[config.mk]
export PLATFORM = sky130hd
export DESIGN_NAME = double_ended_queue_unit
export DESIGN_NICKNAME = d
export VERILOG_FILES = /design/src/sv/deq_pkg.sv /design/src/sv/deq_cell.sv /design/src/sv/double_ended_queue_unit.sv
export SDC_FILE = /design/constraint.sdc
export NUM_CORES = 1
export LEC_CHECK = 0
export BUFFER_PORTS_ARGS = -buffer_cell sky130_fd_sc_hd__buf_2
export CAP_MARGIN = 10
export CORE_UTILIZATION = 47
export CTS_CLUSTER_SIZE = 14
export DETAILED_ROUTE_END_ITERATION = 10
export PLACE_DENSITY_LB_ADDON = 0.3
export SYNTH_ARGS = -nofsm -noshare
export SYNTH_HDL_FRONTEND = slang
export SYNTH_HIERARCHICAL = 1
export SYNTH_SLANG_ARGS = --single-unit
[constraint.sdc]
create_clock -name clk -period 7.8 [get_ports clk]
set_clock_uncertainty 0.15 [all_clocks]
set_input_delay 1.56 -clock clk [delete_from_list [all_inputs] [get_ports clk]]
set_output_delay 1.56 -clock clk [all_outputs]
set_load 0.02 [all_outputs]
[src/sv/deq_pkg.sv]
// shared types and codes for the double-ended queue
package deq_pkg;

    localparam int IO_W = 32;

    localparam logic [1:0] REQ_PUSH_FRONT = 2'd0;
    localparam logic [1:0] REQ_PUSH_BACK  = 2'd1;
    localparam logic [1:0] REQ_POP_FRONT  = 2'd2;
    localparam logic [1:0] REQ_POP_BACK   = 2'd3;

    localparam logic [1:0] ST_DONE  = 2'd0;
    localparam logic [1:0] ST_EMPTY = 2'd1;
    localparam logic [1:0] ST_FULL  = 2'd2;

    typedef struct packed {
        logic push_front;
        logic push_back;
        logic pop_front;
        logic pop_back;
    } deq_ctrl_t;

endpackage

[src/sv/deq_cell.sv]
// one storage cell of the deque shift chain
module deq_cell
    import deq_pkg::*;
#(
    parameter int WORD_WIDTH = 32
) (
    input  logic                  clk,
    input  logic                  rst_n,
    input  deq_ctrl_t             ctrl,
    input  logic [WORD_WIDTH-1:0] left_data,
    input  logic                  left_occ,
    input  logic [WORD_WIDTH-1:0] right_data,
    input  logic                  right_occ,
    input  logic [WORD_WIDTH-1:0] push_word,
    output logic [WORD_WIDTH-1:0] data,
    output logic                  occ,
    output logic [WORD_WIDTH-1:0] tail_word
);

    logic [WORD_WIDTH-1:0] data_reg;
    logic [WORD_WIDTH-1:0] data_next;
    logic                  occ_reg;
    logic                  occ_next;
    logic                  is_tail;
    logic                  is_slot;

    assign is_tail = occ_reg && !right_occ;
    assign is_slot = !occ_reg && left_occ;

    always_comb
    begin
        data_next = data_reg;
        occ_next  = occ_reg;
        if (ctrl.push_front)
        begin
            data_next = left_data;
            occ_next  = left_occ;
        end
        else if (ctrl.pop_front)
        begin
            data_next = right_data;
            occ_next  = right_occ;
        end
        else if (ctrl.push_back && is_slot)
        begin
            data_next = push_word;
            occ_next  = 1'b1;
        end
        else if (ctrl.pop_back && is_tail)
        begin
            occ_next = 1'b0;
        end
    end

    always_ff @(posedge clk or negedge rst_n)
    begin
        if (!rst_n)
        begin
            occ_reg <= 1'b0;
        end
        else
        begin
            occ_reg <= occ_next;
        end
    end

    always_ff @(posedge clk)
    begin
        data_reg <= data_next;
    end

    assign data      = data_reg;
    assign occ       = occ_reg;
    assign tail_word = data_reg & {WORD_WIDTH{is_tail}};

endmodule

[src/sv/double_ended_queue_unit.sv]
// top level of the double-ended queue built from a chain of cells
//
// requests enter on in_valid/in_ready with req_type and push_value; every
// request gives exactly one result word on out_valid/out_ready carrying
// pop_value, status, fill_count, is_empty and is_full.
// the front of the deque is always cell 0; a push at the front shifts the
// whole chain one cell back, a pop at the front shifts it one cell forward.
// the back is the last occupied cell, found locally by each cell.
// out_valid rises in the cycle after acceptance; one request is taken per
// cycle while results are taken, set by the single output register stage.
// in_ready stays high while the output register is empty or being drained,
// so a stalled receiver holds at most one finished result and then blocks
// new requests until it is taken.
// reset empties the deque and the output register at once; stored words
// are not cleared.
// a pop on an empty deque returns 0 with an empty status, a push on a full
// deque is dropped with a full status.
module double_ended_queue_unit
    import deq_pkg::*;
#(
    parameter int DEPTH      = 16,
    parameter int WORD_WIDTH = 32
) (
    input  logic                           clk,
    input  logic                           rst_n,
    input  logic                           in_valid,
    output logic                           in_ready,
    input  logic [1:0]                     req_type,
    input  logic signed [IO_W-1:0]         push_value,
    output logic                           out_valid,
    input  logic                           out_ready,
    output logic signed [IO_W-1:0]         pop_value,
    output logic [1:0]                     status,
    output logic [$clog2(DEPTH+1)-1:0]     fill_count,
    output logic                           is_empty,
    output logic                           is_full
);

    localparam int COUNT_W = $clog2(DEPTH + 1);
    localparam logic [COUNT_W-1:0] FULL_COUNT = COUNT_W'(DEPTH);
    localparam logic [COUNT_W-1:0] COUNT_ONE  = COUNT_W'(1);

    logic [WORD_WIDTH-1:0] cell_data [DEPTH];
    logic [WORD_WIDTH-1:0] cell_tail [DEPTH];
    logic [DEPTH-1:0]      cell_occ;

    logic [WORD_WIDTH-1:0] push_word;
    logic [WORD_WIDTH-1:0] tail_word;
    logic [IO_W-1:0]       front_ext;
    logic [IO_W-1:0]       tail_ext;
    logic                  accept;
    logic                  deq_full;
    logic                  deq_empty;
    deq_ctrl_t             ctrl;

    logic                  out_valid_reg;
    logic                  out_valid_next;
    logic [IO_W-1:0]       pop_value_reg;
    logic [IO_W-1:0]       pop_value_next;
    logic [1:0]            status_reg;
    logic [1:0]            status_next;
    logic [COUNT_W-1:0]    count_reg;
    logic [COUNT_W-1:0]    count_next;

    assign in_ready  = !out_valid_reg || out_ready;
    assign accept    = in_valid && in_ready;
    assign deq_full  = cell_occ[DEPTH-1];
    assign deq_empty = !cell_occ[0];

    generate
        if (WORD_WIDTH <= IO_W)
        begin : g_push_narrow
            assign push_word = push_value[WORD_WIDTH-1:0];
        end
        else
        begin : g_push_wide
            assign push_word = {{(WORD_WIDTH-IO_W){1'b0}}, push_value};
        end

        if (WORD_WIDTH >= IO_W)
        begin : g_pop_wide
            assign front_ext = cell_data[0][IO_W-1:0];
            assign tail_ext  = tail_word[IO_W-1:0];
        end
        else
        begin : g_pop_narrow
            assign front_ext = {{(IO_W-WORD_WIDTH){cell_data[0][WORD_WIDTH-1]}},
                                cell_data[0]};
            assign tail_ext  = {{(IO_W-WORD_WIDTH){tail_word[WORD_WIDTH-1]}},
                                tail_word};
        end
    endgenerate

    always_comb
    begin
        ctrl.push_front = accept && (req_type == REQ_PUSH_FRONT) && !deq_full;
        ctrl.push_back  = accept && (req_type == REQ_PUSH_BACK)  && !deq_full;
        ctrl.pop_front  = accept && (req_type == REQ_POP_FRONT)  && !deq_empty;
        ctrl.pop_back   = accept && (req_type == REQ_POP_BACK)   && !deq_empty;
    end

    genvar gi;
    generate
        for (gi = 0; gi < DEPTH; gi++)
        begin : g_cell
            logic [WORD_WIDTH-1:0] left_data;
            logic                  left_occ;
            logic [WORD_WIDTH-1:0] right_data;
            logic                  right_occ;

            if (gi == 0)
            begin : g_first
                assign left_data = push_word;
                assign left_occ  = 1'b1;
            end
            else
            begin : g_mid_left
                assign left_data = cell_data[gi-1];
                assign left_occ  = cell_occ[gi-1];
            end

            if (gi == DEPTH - 1)
            begin : g_last
                assign right_data = '0;
                assign right_occ  = 1'b0;
            end
            else
            begin : g_mid_right
                assign right_data = cell_data[gi+1];
                assign right_occ  = cell_occ[gi+1];
            end

            deq_cell #(
                .WORD_WIDTH (WORD_WIDTH)
            ) u_cell (
                .clk        (clk),
                .rst_n      (rst_n),
                .ctrl       (ctrl),
                .left_data  (left_data),
                .left_occ   (left_occ),
                .right_data (right_data),
                .right_occ  (right_occ),
                .push_word  (push_word),
                .data       (cell_data[gi]),
                .occ        (cell_occ[gi]),
                .tail_word  (cell_tail[gi])
            );
        end
    endgenerate

    // only the last occupied cell drives a nonzero tail word
    always_comb
    begin
        tail_word = '0;
        for (int i = 0; i < DEPTH; i++)
        begin
            tail_word = tail_word | cell_tail[i];
        end
    end

    always_comb
    begin
        count_next     = count_reg;
        pop_value_next = pop_value_reg;
        status_next    = status_reg;
        out_valid_next = out_valid_reg;
        if (accept)
        begin
            out_valid_next = 1'b1;
            pop_value_next = '0;
            status_next    = ST_DONE;
            unique case (req_type)
                REQ_PUSH_FRONT, REQ_PUSH_BACK:
                begin
                    if (deq_full)
                    begin
                        status_next = ST_FULL;
                    end
                    else
                    begin
                        count_next = count_reg + COUNT_ONE;
                    end
                end
                REQ_POP_FRONT:
                begin
                    if (deq_empty)
                    begin
                        status_next = ST_EMPTY;
                    end
                    else
                    begin
                        pop_value_next = front_ext;
                        count_next     = count_reg - COUNT_ONE;
                    end
                end
                REQ_POP_BACK:
                begin
                    if (deq_empty)
                    begin
                        status_next = ST_EMPTY;
                    end
                    else
                    begin
                        pop_value_next = tail_ext;
                        count_next     = count_reg - COUNT_ONE;
                    end
                end
                default:
                begin
                    status_next = ST_DONE;
                end
            endcase
        end
        else if (out_ready)
        begin
            out_valid_next = 1'b0;
        end
    end

    always_ff @(posedge clk or negedge rst_n)
    begin
        if (!rst_n)
        begin
            out_valid_reg <= 1'b0;
            count_reg     <= '0;
        end
        else
        begin
            out_valid_reg <= out_valid_next;
            count_reg     <= count_next;
        end
    end

    always_ff @(posedge clk)
    begin
        pop_value_reg <= pop_value_next;
        status_reg    <= status_next;
    end

    assign out_valid  = out_valid_reg;
    assign pop_value  = pop_value_reg;
    assign status     = status_reg;
    assign fill_count = count_reg;
    assign is_empty   = (count_reg == '0);
    assign is_full    = (count_reg == FULL_COUNT);

    a_empty_matches_cells: assert property (@(posedge clk) disable iff (!rst_n)
        (count_reg == '0) == !cell_occ[0])
        else $error("fill count disagrees with front cell occupancy");

    a_full_matches_cells: assert property (@(posedge clk) disable iff (!rst_n)
        (count_reg == FULL_COUNT) == cell_occ[DEPTH-1])
        else $error("fill count disagrees with last cell occupancy");

    a_full_push_dropped: assert property (@(posedge clk) disable iff (!rst_n)
        (accept && deq_full && (req_type == REQ_PUSH_FRONT || req_type == REQ_PUSH_BACK))
        |=> (status_reg == ST_FULL) && $stable(count_reg))
        else $error("push on full deque was not dropped");

    a_idle_count_stable: assert property (@(posedge clk) disable iff (!rst_n)
        !accept |=> $stable(count_reg))
        else $error("fill count changed without a request");

    a_empty_pop_zero: assert property (@(posedge clk) disable iff (!rst_n)
        (accept && deq_empty && (req_type == REQ_POP_FRONT || req_type == REQ_POP_BACK))
        |=> (status_reg == ST_EMPTY) && (pop_value_reg == '0))
        else $error("pop on empty deque returned a word");

endmodule

==> impl_metrics.toml <==
[setup_path]
crit_slowest_cell = "and3_4"
path_max_fanout = 57
critPathTopFamily = "simple AND/OR/NAND/NOR gates"
cp.required_ps = 7960
max_stage_delay_ps = 970
critical_path.most_common_cell = "buf_4"
startpoint_type = "input pin"
ff2ff_path_depth = 6
reg2reg_setup_slack_ps = 3590
arrival_ps = 4960
timing.rr.end = "g_cell[7].u_cell/data[0]$_DFFE_PP_"
path_class = "in -> reg"
r2r-start = "g_cell[0].u_cell/occ$_DFFE_PN0P_"
cp.depth = 7
cp_cell_sequence = "buf_2 > and3b_2 > buf_4 > and3_4 > nor2_2 > nand2_2 > buf_4"
endpoint_kind = "flop"
crit_buf_inv = 3

[clocking]
cts-root-buf = "clkbuf_16"
post_cts_buffers = 0
cts.repair.resized = 0
cts_buffers = 67
path_clk_slew_ps = 60
clk_latency_ps = 620
htreeDepth = 3
cts_hold_buffers = 0
clockBufferDepth = 3
clkSinkCount = 568
cts_tree = "built"

[detailed_routing]
route.vias.total = 24800
antenna_left = 0
drc = 0
wl_met3_mm = 7.45
met1_length_mm = 41.9
viasPerCell = 5.87
routed_wl_mm = 96.5
routedWlPerCell_um = 22.9
highest_layer = "met5"
dr.pass1.iters = 5
met2_length_mm = 44.6
drt_iter0_drc = 3297

[placed_design]
place.port_buffers = 80
placed_area_um2 = 34600
place.gp.congestion = 0.781
hpwl_mm = 51.8

[run_status]
outcome = "finished, final reports clean"

[sta]
slew_violations = 0
rsz0062_at_grt = "false"
min_period_over_period = 0.616
fmax_mhz = 208
slew_headroom = 0.244
hold_viol = 0
setup_viol = 0
period_needed_ps = 4800
tightest_slew_ps = 1130
tns_ps = 0

[global_route]
grt_pass1_wl_mm = 145
grt_antenna_before_repair = 9
grt_max_degree = 252
gr-total-overflow = 0
grt_pass1_vias = 23200
grt_usage = 0.256

[hold_path]
min-delay-start = "g_cell[9].u_cell/data[11]$_DFFE_PP_"
min_delay_path_depth = 2
hp-class = "reg -> reg"
holdPathEnd = "g_cell[10].u_cell/data[11]$_DFFE_PP_"

[layout]
multi_input_area_um2 = 15600
post-route-cell-area_um2 = 36600
n_fill_cell = 6570
ff_latch_area_um2 = 16900
drive_above_1_share = 0.0821
area_growth_pct = 6.67
num-nets-final = 3261
largest_reg_flops = 512
finish.utilization = 0.509

[die]
initial_core_util = 0.477
die_h_um = 272
core_area_um2 = 71900
die_x_um = 272
die_area_um2 = 74100
ios = 81
num_rows = 98

[power_and_ir_drop]
peakVddDrop_uv = 215
net-switching-power_w = 0.00358
comb_power_share = 0.301
intPower_w = 0.00660
switching_share = 0.352
p_leak_nw = 11.3
p_per_area_nw_per_um2 = 278
p_clk_frac = 0.290
seqPwrFrac = 0.408

[logic_synthesis]
synth_cells = 3223
netlist_area_um2 = 34300
ys_ff_latch = 568
synth-seq-area-share = 0.494
ys_warn_count = 6
yosysUniqueCellTypes = 39
syn_avg_cell_area_um2 = 10.6

[job]
cap_violations = 0
[synthesized netlist by cell type, drive strengths merged]
library cell	instances	area share
edfxtp	546	0.48
nor4	128	0.023
clkbuf	38	0.0042
mux2	3	0.0013
or2b	1	0.00022
and3	4	0.00084
nor2	20	0.0034
nand4	33	0.0060
and3b	1	0.00026
fa	1	0.00058
nand2	528	0.058
o21ai	512	0.075
nand2b	33	0.0062
xor2	1	0.00026
inv	1	0.00011
dfrtp	22	0.016
nand3	17	0.0025
a21o	2	0.00044
or3b	1	0.00026
conb	2	0.00022
nor2b	18	0.0045
a22o	32	0.0082
xnor2	3	0.00077
ha	3	0.0011
nand3b	16	0.0035
a21oi	2	0.00029
and2	513	0.094
or4	1	0.00022
buf	196	0.054
mux2i	529	0.15
a31oi	16	0.0029
[logic make-up (layout without fill, tap and decap cells)]
| group | count (synthesis) | count (layout) | synth area share |
|---|---|---|---|
| AOI/OAI and AO/OA | 564 | 564 | 0.0865 |
| xor gates and xnor gates | 4 | 4 | 0.00102 |
| DFF | 568 | 568 | 0.494 |
| adders and majority gates | 4 | 4 | 0.00168 |
| and+or+nand+nor | 1314 | 1314 | 0.203 |
| other | 2 | 40 | 0.000219 |
| buffers and inverters | 235 | 240 | 0.0581 |
| muxes | 532 | 532 | 0.156 |
[stage by stage]
| step | worst slack (ps) | cells | hold WS, ps | total power (W) |
|---|---|---|---|---|
| 2_1_floorplan | 2930 | 3258 | 393 | 0.00608 |
| 3_3_place_gp | 2470 | 4100 | 412 | 0.00722 |
| 3_5_place_dp | 2450 | 4100 | 418 | 0.00724 |
| 4_1_cts | 3100 | 4213 | 422 | 0.0102 |
| 5_1_grt | 2950 | 4214 | 453 | 0.0106 |
| 6_report | 3000 | 4216 | 421 | 0.0102 |
[power by group through the flow]
stage | Clock [W] | Combinational [W] | Sequential (W)
3_3_place_gp | 0 | 0.00300 | 0.00421
5_1_grt | 0.00312 | 0.00325 | 0.00421
2_1_floorplan | 0 | 0.00195 | 0.00414
6_report | 0.00296 | 0.00307 | 0.00416
3_5_place_dp | 0 | 0.00303 | 0.00421
4_1_cts | 0.00301 | 0.00304 | 0.00415
[cell type report]
| type | instances | share of cell area |
|---|---|---|
| Timing Repair Buffer | 126 | 0.0231 |
| Clock buffer | 89 | 0.0492 |
| Inverter | 1 | 0.000103 |
| Sequential cell | 568 | 0.463 |
| Clock inverter | 24 | 0.00462 |
| Tap cell | 950 | 0.0325 |
| Antenna cell | 3 | 0.000205 |
| Multi-Input combinational cell | 2455 | 0.427 |
[worst max path at each step]
stage                                              end  slack (ps)        start
detailed placement  g_cell[7].u_cell/data[2]$_DFFE_PP_        2450  req_type[1]
global placement    g_cell[7].u_cell/data[2]$_DFFE_PP_        2470  req_type[1]
floorplan           g_cell[0].u_cell/data[0]$_DFFE_PP_        2930    out_ready
CTS                 g_cell[7].u_cell/data[0]$_DFFE_PP_        3100  req_type[1]
finish              g_cell[7].u_cell/data[0]$_DFFE_PP_        3000  req_type[1]
global route        g_cell[7].u_cell/data[4]$_DFFE_PP_        2950  req_type[1]
[cell usage in the layout (no fill, tap or decap), types with 33 or more instances in the layout]
cell type  netlist  routed
clkbuf_16        0      69
edfxtp_1       546     546
buf_4           16      38
mux2i_1        529     529
conb_1           2      37
nor4_1         128     128
buf_2          115      80
o21ai_1        512     512
nand4_1         33      33
nand2_1        528     512
and2_1         512     512
[metal layers]
layer | track usage | up-vias
met5 | 0 | -
met4 | 0.0767 | 4
li1 | - | 11600
met1 | 0.365 | 12000
met2 | 0.405 | 984
met3 | 0.0355 | 168
[worst register-to-register path: cells and delay by family (launching register included)]
family        cells  cell delay (ps)
buf+inv           2             1010
flops             1              510
simple gates      4             2210
Note: power is estimated with default switching activity, not from simulation.
